### src/hw/rtl/rtc_time_calendar_counter_core_macros.svh
// Assertion helpers shared by the RTC RTL. Both sample on clk and are
// disabled while rst is high.
`ifndef RTC_TIME_CALENDAR_COUNTER_CORE_MACROS_SVH
`define RTC_TIME_CALENDAR_COUNTER_CORE_MACROS_SVH

// Condition that must hold at every clock edge.
`define RTCCAL_CHECK(label, expr, msg) \
  label: assert property (@(posedge clk) disable iff (rst) (expr)) \
    else $error(msg);

// Condition that must hold in the cycle after the trigger.
`define RTCCAL_CHECK_NEXT(label, ante, cons, msg) \
  label: assert property (@(posedge clk) disable iff (rst) (ante) |=> (cons)) \
    else $error(msg);

`endif

### src/hw/rtl/rtccal_pkg.sv
package rtccal_pkg;

  // Field widths
  localparam int OPCODE_W    = 2;
  localparam int VALUE_W     = 27;
  localparam int HOUR_W      = 5;
  localparam int MIN_W       = 6;
  localparam int SEC_W       = 6;
  localparam int DAY_W       = 5;
  localparam int MONTH_W     = 4;
  localparam int YEAR_W      = 14;
  localparam int TICK_W      = 32;
  localparam int CFG_INDEX_W = 2;
  localparam int CFG_DATA_W  = 14;

  // Command codes
  typedef enum logic [OPCODE_W-1:0] {
    OP_TICK     = 2'd0,
    OP_SET_TIME = 2'd1,
    OP_SET_DATE = 2'd2
  } opcode_t;

  // Register map
  typedef enum logic [CFG_INDEX_W-1:0] {
    CFG_HOUR_FORMAT_12 = 2'd0,
    CFG_MIN_YEAR       = 2'd1,
    CFG_MAX_YEAR       = 2'd2
  } cfg_index_t;

  // Time and date limits
  localparam logic [SEC_W-1:0]   SEC_TOP        = 6'd59;
  localparam logic [MIN_W-1:0]   MIN_TOP        = 6'd59;
  localparam logic [HOUR_W-1:0]  HOUR_TOP       = 5'd23;
  localparam logic [HOUR_W-1:0]  HOURS_PER_HALF = 5'd12;
  localparam logic [HOUR_W-1:0]  HOURS_PER_DAY  = 5'd24;
  localparam logic [DAY_W-1:0]   DAY_FIRST      = 5'd1;
  localparam logic [DAY_W-1:0]   DAY_LEAP_FEB   = 5'd29;
  localparam logic [MONTH_W-1:0] MONTH_FIRST    = 4'd1;
  localparam logic [MONTH_W-1:0] MONTH_TOP      = 4'd12;
  localparam logic [YEAR_W-1:0]  YEAR_TOP       = 14'd9999;

  // Reset values
  localparam logic [HOUR_W-1:0]  RST_HOUR     = 5'd0;
  localparam logic [MIN_W-1:0]   RST_MINUTE   = 6'd0;
  localparam logic [SEC_W-1:0]   RST_SECOND   = 6'd0;
  localparam logic [DAY_W-1:0]   RST_DAY      = 5'd28;
  localparam logic [MONTH_W-1:0] RST_MONTH    = 4'd2;
  localparam logic [YEAR_W-1:0]  RST_YEAR     = 14'd2020;
  localparam logic [YEAR_W-1:0]  RST_MIN_YEAR = 14'd1970;
  localparam logic [YEAR_W-1:0]  RST_MAX_YEAR = 14'd2100;

  // Set-command range checks
  localparam logic [VALUE_W-1:0] TIME_VALUE_LIMIT = 27'd10000;
  localparam logic [VALUE_W-1:0] DATE_VALUE_LIMIT = 27'd100000000;

  // Decimal field extraction: reciprocal multipliers, exact over the used range
  localparam int                  TIME_VALUE_W      = 14;
  localparam int                  HOUR_Q_W          = 8;
  localparam logic [13:0]         HOUR_RECIP        = 14'd10486;
  localparam int                  HOUR_RECIP_SHIFT  = 20;
  localparam logic [6:0]          HOUR_SCALE        = 7'd100;
  localparam logic [26:0]         YEAR_RECIP        = 27'd109951163;
  localparam int                  YEAR_RECIP_SHIFT  = 40;
  localparam logic [13:0]         YEAR_SCALE        = 14'd10000;
  localparam int                  REM_W             = 28;
  localparam int                  REM_SMALL_W       = 11;
  localparam logic [10:0]         MONTH_RECIP       = 11'd1311;
  localparam int                  MONTH_RECIP_SHIFT = 17;
  localparam logic [6:0]          MONTH_SCALE       = 7'd100;
  localparam logic signed [27:0]  REM_MONTH_LO      = 28'sd100;
  localparam logic signed [27:0]  REM_MONTH_HI      = 28'sd1300;
  localparam logic signed [27:0]  REM_DAY_LO        = 28'sd1;

  // Divisibility by 25 via the modular inverse of 25 mod 2^16
  localparam logic [15:0] INV25       = 16'd23593;
  localparam logic [15:0] DIV25_LIMIT = 16'd2621;

  localparam int MONTH_IDX_W = 4;
  localparam logic [DAY_W-1:0] MONTH_LEN [12] = '{
    5'd31, 5'd28, 5'd31, 5'd30, 5'd31, 5'd30,
    5'd31, 5'd31, 5'd30, 5'd31, 5'd30, 5'd31
  };

  // Configuration register file
  typedef struct packed {
    logic              hour_format_12;
    logic [YEAR_W-1:0] min_year;
    logic [YEAR_W-1:0] max_year;
  } cfg_t;

  // Decoded item handed to the state stage
  typedef struct packed {
    logic [OPCODE_W-1:0] opcode;
    logic                set_error;
    logic [HOUR_W-1:0]   hours;
    logic [MIN_W-1:0]    minutes;
    logic [YEAR_W-1:0]   year;
    logic [MONTH_W-1:0]  month;
    logic [DAY_W-1:0]    day;
  } dec_t;

  // Gregorian leap year: div by 4, and not by 100 unless by 400.
  // Div by 100 == div by 4 and 25; div by 400 == div by 16 and 25.
  function automatic logic is_leap(input logic [YEAR_W-1:0] year);
    logic [15:0] mod_probe;
    mod_probe = 16'({2'b00, year} * INV25);
    return (year[1:0] == 2'b00) &&
           ((mod_probe > DIV25_LIMIT) || (year[3:0] == 4'b0000));
  endfunction

  // Month length; a month code outside 1..12 reads as January
  function automatic logic [DAY_W-1:0] days_in(input logic [MONTH_W-1:0] month,
                                               input logic               leap);
    logic [MONTH_IDX_W-1:0] idx;
    logic [DAY_W-1:0]       len;
    idx = (month >= MONTH_FIRST && month <= MONTH_TOP) ?
          MONTH_IDX_W'(month - MONTH_FIRST) : '0;
    len = MONTH_LEN[idx];
    if (idx == MONTH_IDX_W'(1) && leap) len = DAY_LEAP_FEB;
    return len;
  endfunction

endpackage

### src/hw/rtl/rtccal_cmd_if.sv
// Command channel: one item per valid/ready handshake
interface rtccal_cmd_if
  import rtccal_pkg::*;
();
  logic                valid;
  logic                ready;
  logic [OPCODE_W-1:0] opcode;
  logic [VALUE_W-1:0]  value;

  modport source (output valid, output opcode, output value, input ready);
  modport sink   (input valid, input opcode, input value, output ready);
endinterface

### src/hw/rtl/rtccal_rsp_if.sv
// Result channel: current time and date after each item
interface rtccal_rsp_if
  import rtccal_pkg::*;
();
  logic               valid;
  logic               ready;
  logic [HOUR_W-1:0]  hours;
  logic [MIN_W-1:0]   minutes;
  logic [SEC_W-1:0]   seconds;
  logic [DAY_W-1:0]   day;
  logic [MONTH_W-1:0] month;
  logic [YEAR_W-1:0]  year;
  logic [TICK_W-1:0]  tick_total;
  logic               time_updated;
  logic               set_error;

  modport source (
    output valid, output hours, output minutes, output seconds, output day,
    output month, output year, output tick_total, output time_updated,
    output set_error, input ready
  );
  modport sink (
    input valid, input hours, input minutes, input seconds, input day,
    input month, input year, input tick_total, input time_updated,
    input set_error, output ready
  );
endinterface

### src/hw/rtl/rtccal_set_decode.sv
// Five-stage pipeline that turns a set-time / set-date value into clamped
// time and date fields. Nothing here depends on the clock state, so items
// stream through one per cycle; stalls collapse bubbles stage by stage.
module rtccal_set_decode
  import rtccal_pkg::*;
(
  input  logic         clk,
  input  logic         rst,
  rtccal_cmd_if.sink   cmd,
  input  cfg_t         cfg,
  output logic         dec_valid,
  input  logic         dec_ready,
  output dec_t         dec
);

  // Stage registers
  logic                      s0_valid;
  logic [OPCODE_W-1:0]       s0_op;
  logic [VALUE_W-1:0]        s0_value;

  logic                      s1_valid;
  logic [OPCODE_W-1:0]       s1_op;
  logic [VALUE_W-1:0]        s1_value;
  logic                      s1_err;
  logic [YEAR_W-1:0]         s1_year_q;
  logic [HOUR_Q_W-1:0]       s1_hour_q;

  logic                      s2_valid;
  logic [OPCODE_W-1:0]       s2_op;
  logic                      s2_err;
  logic [YEAR_W-1:0]         s2_year;
  logic signed [REM_W-1:0]   s2_rem;
  logic [HOUR_W-1:0]         s2_hour;
  logic [MIN_W-1:0]          s2_minute;

  logic                      s3_valid;
  logic [OPCODE_W-1:0]       s3_op;
  logic                      s3_err;
  logic [YEAR_W-1:0]         s3_year;
  logic [MONTH_W-1:0]        s3_month;
  logic signed [REM_W-1:0]   s3_rem;
  logic                      s3_leap;
  logic [HOUR_W-1:0]         s3_hour;
  logic [MIN_W-1:0]          s3_minute;

  logic                      s4_valid;
  dec_t                      s4;

  // Stage load enables, from the output back
  logic en0, en1, en2, en3, en4;

  assign en4 = !s4_valid || dec_ready;
  assign en3 = !s3_valid || en4;
  assign en2 = !s2_valid || en3;
  assign en1 = !s1_valid || en2;
  assign en0 = !s0_valid || en1;

  assign cmd.ready = en0;
  assign dec_valid = s4_valid;
  assign dec       = s4;

  always_ff @(posedge clk) begin
    if (rst) begin
      s0_valid <= 1'b0;
      s1_valid <= 1'b0;
      s2_valid <= 1'b0;
      s3_valid <= 1'b0;
      s4_valid <= 1'b0;
    end else begin
      if (en0) s0_valid <= cmd.valid;
      if (en1) s1_valid <= s0_valid;
      if (en2) s2_valid <= s1_valid;
      if (en3) s3_valid <= s2_valid;
      if (en4) s4_valid <= s3_valid;
    end
  end

  // Stage 1: value range check, raw hour = v/100 and raw year = v/10000
  logic [2*VALUE_W-1:0]       year_prod;
  logic [2*TIME_VALUE_W-1:0]  hour_prod;
  logic                       err1;

  assign year_prod = (2*VALUE_W)'(s0_value) * (2*VALUE_W)'(YEAR_RECIP);
  assign hour_prod = (2*TIME_VALUE_W)'(s0_value[TIME_VALUE_W-1:0]) *
                     (2*TIME_VALUE_W)'(HOUR_RECIP);
  assign err1 = ((s0_op == OP_SET_TIME) && (s0_value >= TIME_VALUE_LIMIT)) ||
                ((s0_op == OP_SET_DATE) && (s0_value >= DATE_VALUE_LIMIT));

  // Stage 2: clamp year and hour, leftover month/day digits and minute
  logic [YEAR_W-1:0]         year_hi, year_lo, year_c;
  logic [REM_W-1:0]          year_scaled;
  logic signed [REM_W-1:0]   rem2;
  logic [HOUR_W-1:0]         hour_c, hour_disp;
  logic [TIME_VALUE_W-1:0]   hour_scaled, min_rem;
  logic [MIN_W-1:0]          min_c;

  always_comb begin
    year_hi = (cfg.max_year > YEAR_TOP) ? YEAR_TOP : cfg.max_year;
    year_lo = (cfg.min_year > YEAR_TOP) ? YEAR_TOP : cfg.min_year;
    if (s1_year_q > year_hi)      year_c = year_hi;
    else if (s1_year_q < year_lo) year_c = year_lo;
    else                          year_c = s1_year_q;
    year_scaled = REM_W'(year_c) * REM_W'(YEAR_SCALE);
    rem2 = $signed({1'b0, s1_value}) - $signed(year_scaled);

    hour_c = (s1_hour_q > HOUR_Q_W'(HOUR_TOP)) ? HOUR_TOP : s1_hour_q[HOUR_W-1:0];
    hour_scaled = TIME_VALUE_W'(hour_c) * TIME_VALUE_W'(HOUR_SCALE);
    min_rem = s1_value[TIME_VALUE_W-1:0] - hour_scaled;
    min_c = (min_rem > TIME_VALUE_W'(MIN_TOP)) ? MIN_TOP : min_rem[MIN_W-1:0];

    // 12-hour display: midnight hour shows as 12, afternoon loses 12
    hour_disp = hour_c;
    if (cfg.hour_format_12) begin
      if (hour_c == '0)                 hour_disp = HOURS_PER_HALF;
      else if (hour_c > HOURS_PER_HALF) hour_disp = hour_c - HOURS_PER_HALF;
    end
  end

  // Stage 3: month = rem/100 truncated, clamped to 1..12; leap flag
  logic [2*REM_SMALL_W-1:0]  month_prod;
  logic [MONTH_W-1:0]        month_c;

  always_comb begin
    month_prod = (2*REM_SMALL_W)'(s2_rem[REM_SMALL_W-1:0]) *
                 (2*REM_SMALL_W)'(MONTH_RECIP);
    if (s2_rem < REM_MONTH_LO)       month_c = MONTH_FIRST;
    else if (s2_rem >= REM_MONTH_HI) month_c = MONTH_TOP;
    else                             month_c = month_prod[MONTH_RECIP_SHIFT +: MONTH_W];
  end

  // Stage 4: day = rem - month*100, clamped to 1..month length
  logic signed [REM_W-1:0]   day_full;
  logic [DAY_W-1:0]          day_len, day_c;

  always_comb begin
    day_full = s3_rem - $signed(REM_W'(s3_month) * REM_W'(MONTH_SCALE));
    day_len  = days_in(s3_month, s3_leap);
    if (day_full > $signed(REM_W'(day_len))) day_c = day_len;
    else if (day_full < REM_DAY_LO)          day_c = DAY_FIRST;
    else                                     day_c = day_full[DAY_W-1:0];
  end

  // Stage payloads
  always_ff @(posedge clk) begin
    if (en0) begin
      s0_op    <= cmd.opcode;
      s0_value <= cmd.value;
    end
    if (en1) begin
      s1_op     <= s0_op;
      s1_value  <= s0_value;
      s1_err    <= err1;
      s1_year_q <= year_prod[YEAR_RECIP_SHIFT +: YEAR_W];
      s1_hour_q <= hour_prod[HOUR_RECIP_SHIFT +: HOUR_Q_W];
    end
    if (en2) begin
      s2_op     <= s1_op;
      s2_err    <= s1_err;
      s2_year   <= year_c;
      s2_rem    <= rem2;
      s2_hour   <= hour_disp;
      s2_minute <= min_c;
    end
    if (en3) begin
      s3_op     <= s2_op;
      s3_err    <= s2_err;
      s3_year   <= s2_year;
      s3_month  <= month_c;
      s3_rem    <= s2_rem;
      s3_leap   <= is_leap(s2_year);
      s3_hour   <= s2_hour;
      s3_minute <= s2_minute;
    end
    if (en4) begin
      s4.opcode    <= s3_op;
      s4.set_error <= s3_err;
      s4.hours     <= s3_hour;
      s4.minutes   <= s3_minute;
      s4.year      <= s3_year;
      s4.month     <= s3_month;
      s4.day       <= day_c;
    end
  end

endmodule

### src/hw/rtl/rtc_time_calendar_counter_core.sv
// Real-time clock and calendar. Each tick item adds one second (hours wrap
// at 24, or at 12 with hour_format_12 set) and rolls the Gregorian date at
// 00:00:00; set-time loads a decimal hhmm and set-date a decimal yyyymmdd,
// clamped per field (year to min_year..max_year), or reports set_error and
// leaves the state alone when the value has too many digits. Every item
// returns exactly one result holding the time, date and 32-bit tick count
// after that item. The block takes one item per clock while rsp is not
// stalled: the decimal fields go through a five-stage decode pipeline
// (s0 to s4), then update the clock/calendar state, which is also the
// result register. While a result waits, up to five more items are held in
// the pipeline. Configuration is written through cfg_we/cfg_index/cfg_data;
// the user must write it only while idle, which the block does not enforce.
`include "rtc_time_calendar_counter_core_macros.svh"

module rtc_time_calendar_counter_core
  import rtccal_pkg::*;
(
  input  logic                   clk,
  input  logic                   rst,
  input  logic                   cfg_we,
  input  logic [CFG_INDEX_W-1:0] cfg_index,
  input  logic [CFG_DATA_W-1:0]  cfg_data,
  rtccal_cmd_if.sink             cmd,
  rtccal_rsp_if.source           rsp
);

  // Configuration registers
  cfg_t cfg;

  always_ff @(posedge clk) begin
    if (rst) begin
      cfg.hour_format_12 <= 1'b0;
      cfg.min_year       <= RST_MIN_YEAR;
      cfg.max_year       <= RST_MAX_YEAR;
    end else if (cfg_we) begin
      unique case (cfg_index)
        CFG_HOUR_FORMAT_12: cfg.hour_format_12 <= cfg_data[0];
        CFG_MIN_YEAR:       cfg.min_year       <= cfg_data;
        CFG_MAX_YEAR:       cfg.max_year       <= cfg_data;
        default: ;
      endcase
    end
  end

  // Set-command decode pipeline
  logic dec_valid;
  logic take;
  dec_t dec;

  rtccal_set_decode u_set_decode (
    .clk       (clk),
    .rst       (rst),
    .cmd       (cmd),
    .cfg       (cfg),
    .dec_valid (dec_valid),
    .dec_ready (take),
    .dec       (dec)
  );

  // Clock/calendar state doubles as the result register
  logic               rsp_valid;
  logic [HOUR_W-1:0]  hour_reg, hour_reg_next;
  logic [MIN_W-1:0]   minute_reg, minute_reg_next;
  logic [SEC_W-1:0]   second_reg, second_reg_next;
  logic [DAY_W-1:0]   day_reg, day_reg_next;
  logic [MONTH_W-1:0] month_reg, month_reg_next;
  logic [YEAR_W-1:0]  year_reg, year_reg_next;
  logic [TICK_W-1:0]  tick_count, tick_count_next;
  logic               time_updated, time_updated_next;
  logic               set_error, set_error_next;
  logic               commit;

  assign take   = !rsp_valid || rsp.ready;
  assign commit = dec_valid && take;

  // One-second advance
  logic              sec_wrap, min_wrap, midnight;
  logic [HOUR_W-1:0] hour_inc, hour_wrapped, tick_hour;
  logic [MIN_W-1:0]  tick_min;
  logic [SEC_W-1:0]  tick_sec;

  always_comb begin
    sec_wrap = second_reg >= SEC_TOP;
    min_wrap = minute_reg >= MIN_TOP;
    hour_inc = hour_reg + 5'd1;
    if (hour_inc >= HOURS_PER_DAY)
      hour_wrapped = hour_inc - HOURS_PER_DAY;
    else if (cfg.hour_format_12 && hour_inc >= HOURS_PER_HALF)
      hour_wrapped = hour_inc - HOURS_PER_HALF;
    else
      hour_wrapped = hour_inc;
    tick_sec  = sec_wrap ? '0 : second_reg + 6'd1;
    tick_min  = sec_wrap ? (min_wrap ? '0 : minute_reg + 6'd1) : minute_reg;
    tick_hour = (sec_wrap && min_wrap) ? hour_wrapped : hour_reg;
    midnight  = (tick_sec == '0) && (tick_min == '0) && (tick_hour == '0);
  end

  // One-day advance
  logic [DAY_W-1:0]   cur_len, adv_day;
  logic [MONTH_W-1:0] adv_month;
  logic [YEAR_W-1:0]  adv_year;

  always_comb begin
    cur_len   = days_in(month_reg, is_leap(year_reg));
    adv_day   = day_reg + 5'd1;
    adv_month = month_reg;
    adv_year  = year_reg;
    if (day_reg >= cur_len) begin
      adv_day = DAY_FIRST;
      if (month_reg >= MONTH_TOP) begin
        adv_month = MONTH_FIRST;
        adv_year  = (year_reg >= YEAR_TOP) ? '0 : year_reg + 14'd1;
      end else begin
        adv_month = month_reg + 4'd1;
      end
    end
  end

  // Next state per command
  always_comb begin
    hour_reg_next     = hour_reg;
    minute_reg_next   = minute_reg;
    second_reg_next   = second_reg;
    day_reg_next      = day_reg;
    month_reg_next    = month_reg;
    year_reg_next     = year_reg;
    tick_count_next   = tick_count;
    time_updated_next = 1'b0;
    set_error_next    = 1'b0;
    unique case (dec.opcode)
      OP_TICK: begin
        tick_count_next   = tick_count + 32'd1;
        hour_reg_next     = tick_hour;
        minute_reg_next   = tick_min;
        second_reg_next   = tick_sec;
        time_updated_next = 1'b1;
        if (midnight) begin
          day_reg_next   = adv_day;
          month_reg_next = adv_month;
          year_reg_next  = adv_year;
        end
      end
      OP_SET_TIME: begin
        set_error_next = dec.set_error;
        if (!dec.set_error) begin
          hour_reg_next   = dec.hours;
          minute_reg_next = dec.minutes;
          second_reg_next = '0;
        end
      end
      OP_SET_DATE: begin
        set_error_next = dec.set_error;
        if (!dec.set_error) begin
          day_reg_next   = dec.day;
          month_reg_next = dec.month;
          year_reg_next  = dec.year;
        end
      end
      default: ;
    endcase
  end

  always_ff @(posedge clk) begin
    if (rst) begin
      rsp_valid    <= 1'b0;
      hour_reg     <= RST_HOUR;
      minute_reg   <= RST_MINUTE;
      second_reg   <= RST_SECOND;
      day_reg      <= RST_DAY;
      month_reg    <= RST_MONTH;
      year_reg     <= RST_YEAR;
      tick_count   <= '0;
      time_updated <= 1'b0;
      set_error    <= 1'b0;
    end else begin
      if (take) rsp_valid <= dec_valid;
      if (commit) begin
        hour_reg     <= hour_reg_next;
        minute_reg   <= minute_reg_next;
        second_reg   <= second_reg_next;
        day_reg      <= day_reg_next;
        month_reg    <= month_reg_next;
        year_reg     <= year_reg_next;
        tick_count   <= tick_count_next;
        time_updated <= time_updated_next;
        set_error    <= set_error_next;
      end
    end
  end

  // Result channel
  assign rsp.valid        = rsp_valid;
  assign rsp.hours        = hour_reg;
  assign rsp.minutes      = minute_reg;
  assign rsp.seconds      = second_reg;
  assign rsp.day          = day_reg;
  assign rsp.month        = month_reg;
  assign rsp.year         = year_reg;
  assign rsp.tick_total   = tick_count;
  assign rsp.time_updated = time_updated;
  assign rsp.set_error    = set_error;

  // Checks
  `RTCCAL_CHECK(a_time_range, (hour_reg <= HOUR_TOP) && (minute_reg <= MIN_TOP) && (second_reg <= SEC_TOP), "time field out of range")
  `RTCCAL_CHECK(a_date_range, (month_reg >= MONTH_FIRST) && (month_reg <= MONTH_TOP) && (day_reg >= DAY_FIRST) && (day_reg <= days_in(month_reg, is_leap(year_reg))) && (year_reg <= YEAR_TOP), "date out of range")
  `RTCCAL_CHECK_NEXT(a_reject_holds, commit && dec.set_error, $stable(hour_reg) && $stable(minute_reg) && $stable(day_reg) && $stable(month_reg) && $stable(year_reg), "rejected set changed state")
  `RTCCAL_CHECK_NEXT(a_tick_count, commit && (dec.opcode == OP_TICK), tick_count == 32'($past(tick_count) + 32'd1), "tick count did not advance")
  `RTCCAL_CHECK_NEXT(a_day_at_midnight, commit && (dec.opcode == OP_TICK), (day_reg != $past(day_reg)) == ((hour_reg == '0) && (minute_reg == '0) && (second_reg == '0)), "date advance not tied to midnight")

endmodule

### src/flat_wrapper.sv
// flat-port wrapper written by rule: the top's interface ports become plain ports
module rtc_time_calendar_counter_core_flat import rtccal_pkg::*;
  (clk, rst, cfg_we, cfg_index, cfg_data, cmd_valid, cmd_opcode, cmd_value, cmd_ready, rsp_valid, rsp_hours, rsp_minutes, rsp_seconds, rsp_day, rsp_month, rsp_year, rsp_tick_total, rsp_time_updated, rsp_set_error, rsp_ready);
  rtccal_cmd_if cmd_i ();
  rtccal_rsp_if rsp_i ();
  input  logic clk;
  input  logic rst;
  input  logic cfg_we;
  input  logic [CFG_INDEX_W-1:0] cfg_index;
  input  logic [CFG_DATA_W-1:0] cfg_data;
  input wire logic [$bits(cmd_i.valid)-1:0] cmd_valid;
  input wire logic [$bits(cmd_i.opcode)-1:0] cmd_opcode;
  input wire logic [$bits(cmd_i.value)-1:0] cmd_value;
  output wire logic [$bits(cmd_i.ready)-1:0] cmd_ready;
  output wire logic [$bits(rsp_i.valid)-1:0] rsp_valid;
  output wire logic [$bits(rsp_i.hours)-1:0] rsp_hours;
  output wire logic [$bits(rsp_i.minutes)-1:0] rsp_minutes;
  output wire logic [$bits(rsp_i.seconds)-1:0] rsp_seconds;
  output wire logic [$bits(rsp_i.day)-1:0] rsp_day;
  output wire logic [$bits(rsp_i.month)-1:0] rsp_month;
  output wire logic [$bits(rsp_i.year)-1:0] rsp_year;
  output wire logic [$bits(rsp_i.tick_total)-1:0] rsp_tick_total;
  output wire logic [$bits(rsp_i.time_updated)-1:0] rsp_time_updated;
  output wire logic [$bits(rsp_i.set_error)-1:0] rsp_set_error;
  input wire logic [$bits(rsp_i.ready)-1:0] rsp_ready;
  assign cmd_i.valid = cmd_valid;
  assign cmd_i.opcode = cmd_opcode;
  assign cmd_i.value = cmd_value;
  assign cmd_ready = cmd_i.ready;
  assign rsp_valid = rsp_i.valid;
  assign rsp_hours = rsp_i.hours;
  assign rsp_minutes = rsp_i.minutes;
  assign rsp_seconds = rsp_i.seconds;
  assign rsp_day = rsp_i.day;
  assign rsp_month = rsp_i.month;
  assign rsp_year = rsp_i.year;
  assign rsp_tick_total = rsp_i.tick_total;
  assign rsp_time_updated = rsp_i.time_updated;
  assign rsp_set_error = rsp_i.set_error;
  assign rsp_i.ready = rsp_ready;
  rtc_time_calendar_counter_core u_core (.clk(clk), .rst(rst), .cfg_we(cfg_we), .cfg_index(cfg_index), .cfg_data(cfg_data), .cmd(cmd_i), .rsp(rsp_i));
endmodule
### config.mk
export PLATFORM = sky130hd
export DESIGN_NAME = rtc_time_calendar_counter_core_flat
export DESIGN_NICKNAME = d
export VERILOG_FILES = /design/src/hw/rtl/rtccal_pkg.sv /design/src/hw/rtl/rtccal_cmd_if.sv /design/src/hw/rtl/rtccal_rsp_if.sv /design/src/hw/rtl/rtccal_set_decode.sv /design/src/hw/rtl/rtc_time_calendar_counter_core.sv /design/src/flat_wrapper.sv
export VERILOG_INCLUDE_DIRS = /design/src /design/src/hw/rtl
export SDC_FILE = /design/constraint.sdc
export NUM_CORES = 2
export LEC_CHECK = 0
export BUFFER_PORTS_ARGS = -buffer_cell sky130_fd_sc_hd__buf_2
export CAP_MARGIN = 20
export CORE_ASPECT_RATIO = 1.75
export CORE_UTILIZATION = 45
export DETAILED_ROUTE_END_ITERATION = 8
export SYNTH_ARGS = -nofsm -noshare
export SYNTH_HDL_FRONTEND = slang
export SYNTH_HIERARCHICAL = 1
export SYNTH_SLANG_ARGS = --single-unit
### constraint.sdc
create_clock -name clk -period 13.1 [get_ports clk]
set_clock_uncertainty 0.2 [all_clocks]
set_input_delay 0 -clock clk [delete_from_list [all_inputs] [get_ports clk]]
set_output_delay 0 -clock clk [all_outputs]
set_load 0.03 [all_outputs]
==> key figures <==
Global routing
  – Initial antenna violation count: 0
  – Remaining global-route overflow: 0
  – Tot GR Track Use: around a quarter
  – Most Crowded Layer GR: met2
  – Pin count of the biggest net entering global routing: 81
  – GR Util met2: a little under half
  – First-pass GRT wire length: between 150000 and 200000 um
  – GR Util met1: between 20% and 30%
  – M3 GR Usage: under 10%
  – Vias in the first global route: 31300

Route
  – ANT nets after route: 0
  – Drt initial violations: about 1400
  – DR DRC count: 0
  – First-pass detailed-route iteration total: 7
  – Via density per instance: 5.32
  – Wirelength, routed: around 110000 um
  – Via count: 29000
  – WL per Instance: a little under 20 um

Logic synthesis
  – Syn_nets: between 5000 and 6000
  – Syn. warnings: 6
  – Yosys reg bits: 344
  – Async set-reset flop share out of synthesis: 0%
  – Cells after Synth: 3997
  – Syn avg cell area: around 10 um^2
  – Top FF cell, synth: edfxtp_1
  – EDFF count, synth: ~240
  – Register area share after synthesis: 22.5%
  – Yosys cell types: 101
  – Mapped Area: approximately 0.04 mm^2

Floorplan
  – I/O pin count: approximately 130
  – Die width: 230 um
  – Die area: slightly above 0.09 mm^2
  – Die H: around 400 um
  – Rows: approximately 150
  – Initial Util: a little under half
  – Core area: 0.0904 mm^2

Place
  – IO Port Bufs: about 130
  – Placed Area: between 0.04 and 0.05 mm^2
  – Post-DP HPWL: 90500 um
  – Final RePlAce weighted congestion: roughly 0.96

Critical path
  – CP peak stage delay: about 0.7 ns
  – Worst EP required: about 13 ns
  – Crit end category: register
  – Critical Path Most Common Cell: ha_1
  – Crit path launch type: register
  – Slowest CP cell: mux2i_1
  – Arr. time, crit path: around 11 ns
  – Worst Path Max Fanout: 21
  – Critical path class: reg -> reg
  – R2R cell count: 32

Finish
  – Max FFs per register: 37
  – Fin area: between 0.04 and 0.05 mm^2
  – Most common cell after layout, fill and taps aside: inv_1
  – Fill count: 8346
  – Synthesis-to-layout area growth: 11.1%
  – Diode count: 0
  – Share of cells above drive strength 1: ~6.3%
  – Nets@finish: 5547
  – Commonest cells after routing, fill and taps aside: 888 x inv_1, 776 x ha_1, 478 x fa_1

Timing
  – Worst-Margin Slew: 1.12 ns
  – Fin crit period: about 10 ns
  – Unrepaired setup endpoints after global routing: false
  – Fmax: 95.6 MHz
  – Setup TNS: 0 ns
  – Tcrit/Tclk final: 79.9%
  – Slew Viols, Final: 0
  – Worst slew margin: about a quarter
  – Final hold violations: 0
  – # setup viols final: 0

Min path
  – Worst min-delay path class: in -> reg
  – Hold path cells: 4

CTS
  – CTS Root Cell: clkbuf_16
  – H-tree depth: 2
  – CTS Buf Count: 39
  – CTS resizes: 0
  – CTS tree: built
  – Clock Sinks: between 300 and 400
  – Clk buf depth: 3
  – Reg clk slew, reported paths: 0.07 ns
  – Clk_lat worst skew: 0.59 ns

Run status
  – Status: finished, final reports clean

Run
  – Max-cap violations: 0
[through the flow]
step	utilization (%)	setup WS (ns)	std cells	hold slack, ns
finish	50.4	2.64	5458	0.0745
floorplan	-	3.31	3997	-0.131
global route	50.4	1.98	5458	0.0688
CTS	50.4	2.52	5456	0.00167
detailed placement	47.7	2.55	5283	-0.0219
global placement	47.7	2.75	5283	-0.0239
[metal layers]
layer / vias up / wire length [um]
li1: 13800 / -
met2: 654 / 60300
met3: 319 / 2880
met1: 14300 / 36500
met4: 0 / 8520
met5: - / 0
[cell families after synthesis]
logic type               after synthesis  share of synthesized area, %
AO/OA/AOI/OAI                        567                          9.14
XOR/XNOR                             164                          3.57
adder cells (fa/ha/maj)             1258                          47.1
buffers and inverters                943                          8.71
flip-flops                           344                          22.5
multiplexers                          15                         0.372
AND/OR/NAND/NOR                      706                          8.61
[worst paths after layout]
path	from	endpoint	slack (ns)
worst max-delay path	u_core/cfg[7]	u_core/u_set_decode/s2_rem[27]	2.64
worst min-delay path	cfg_data[10]	u_core/cfg[24]	0.07
worst max register to register	u_core/cfg[7]	u_core/u_set_decode/s2_rem[27]	2.64
worst min register to register	u_core/u_set_decode/s1_err	u_core/u_set_decode/s2_err	0.21
[synthesized netlist by cell type, drive strengths merged (14+ instances only)]
| library cell | number | area (um^2) |
|---|---|---|
| o21bai | 28 | 210 |
| ha | 776 | 9710 |
| nand3 | 45 | 230 |
| xor2 | 61 | 534 |
| or3 | 14 | 92.6 |
| o21ai | 100 | 508 |
| nor4 | 26 | 190 |
| dfxtp | 109 | 2180 |
| o21a | 23 | 180 |
| edfxtp | 235 | 7060 |
| a21oi | 188 | 941 |
| nand2b | 34 | 213 |
| clkbuf | 40 | 151 |
| nor3 | 45 | 230 |
| inv | 890 | 3340 |
| fa | 478 | 9570 |
| nand4 | 31 | 194 |
| a31oi | 17 | 106 |
| and3 | 18 | 113 |
| xnor2 | 102 | 908 |
| o31ai | 16 | 125 |
| nand2 | 223 | 837 |
| nor2 | 157 | 592 |
| nor2b | 30 | 188 |
| a211oi | 20 | 168 |
| a21o | 47 | 353 |
| nand3b | 19 | 143 |
[repair_timing]
item                                   in CTS  in global routing
buffers inserted                            0                  0
endpoints found under the hold margin      91                  0
hold buffers                              101                  0
[layout make-up]
cell class / instances / area, um^2 / share of cell area, %
inverter: 890 / 3340 / 7.33
tap: 1184 / 1480 / 3.25
clock buffer: 50 / 1120 / 2.45
sequential: 344 / 9240 / 20.3
clock inverter: 22 / 315 / 0.691
timing repair buffer: 258 / 1870 / 4.11
multi-input combinational: 2710 / 28200 / 61.9
[worst max-delay path: cells and delay by family, from the launching register on]
kind / cells / cell delay (ns)
buffers and inverters: 2 / 0.09
xor gates and xnor gates: 1 / 0.28
DFF: 1 / 0.33
AOI/OAI and AO/OA: 9 / 2.86
adders and majority gates: 9 / 3.54
muxes: 1 / 0.68
and+or+nand+nor: 10 / 2.19
Power is left out: the tool's default activity adds up to more than one toggle a clock period on the data nets, which glitch-free logic cannot reach.
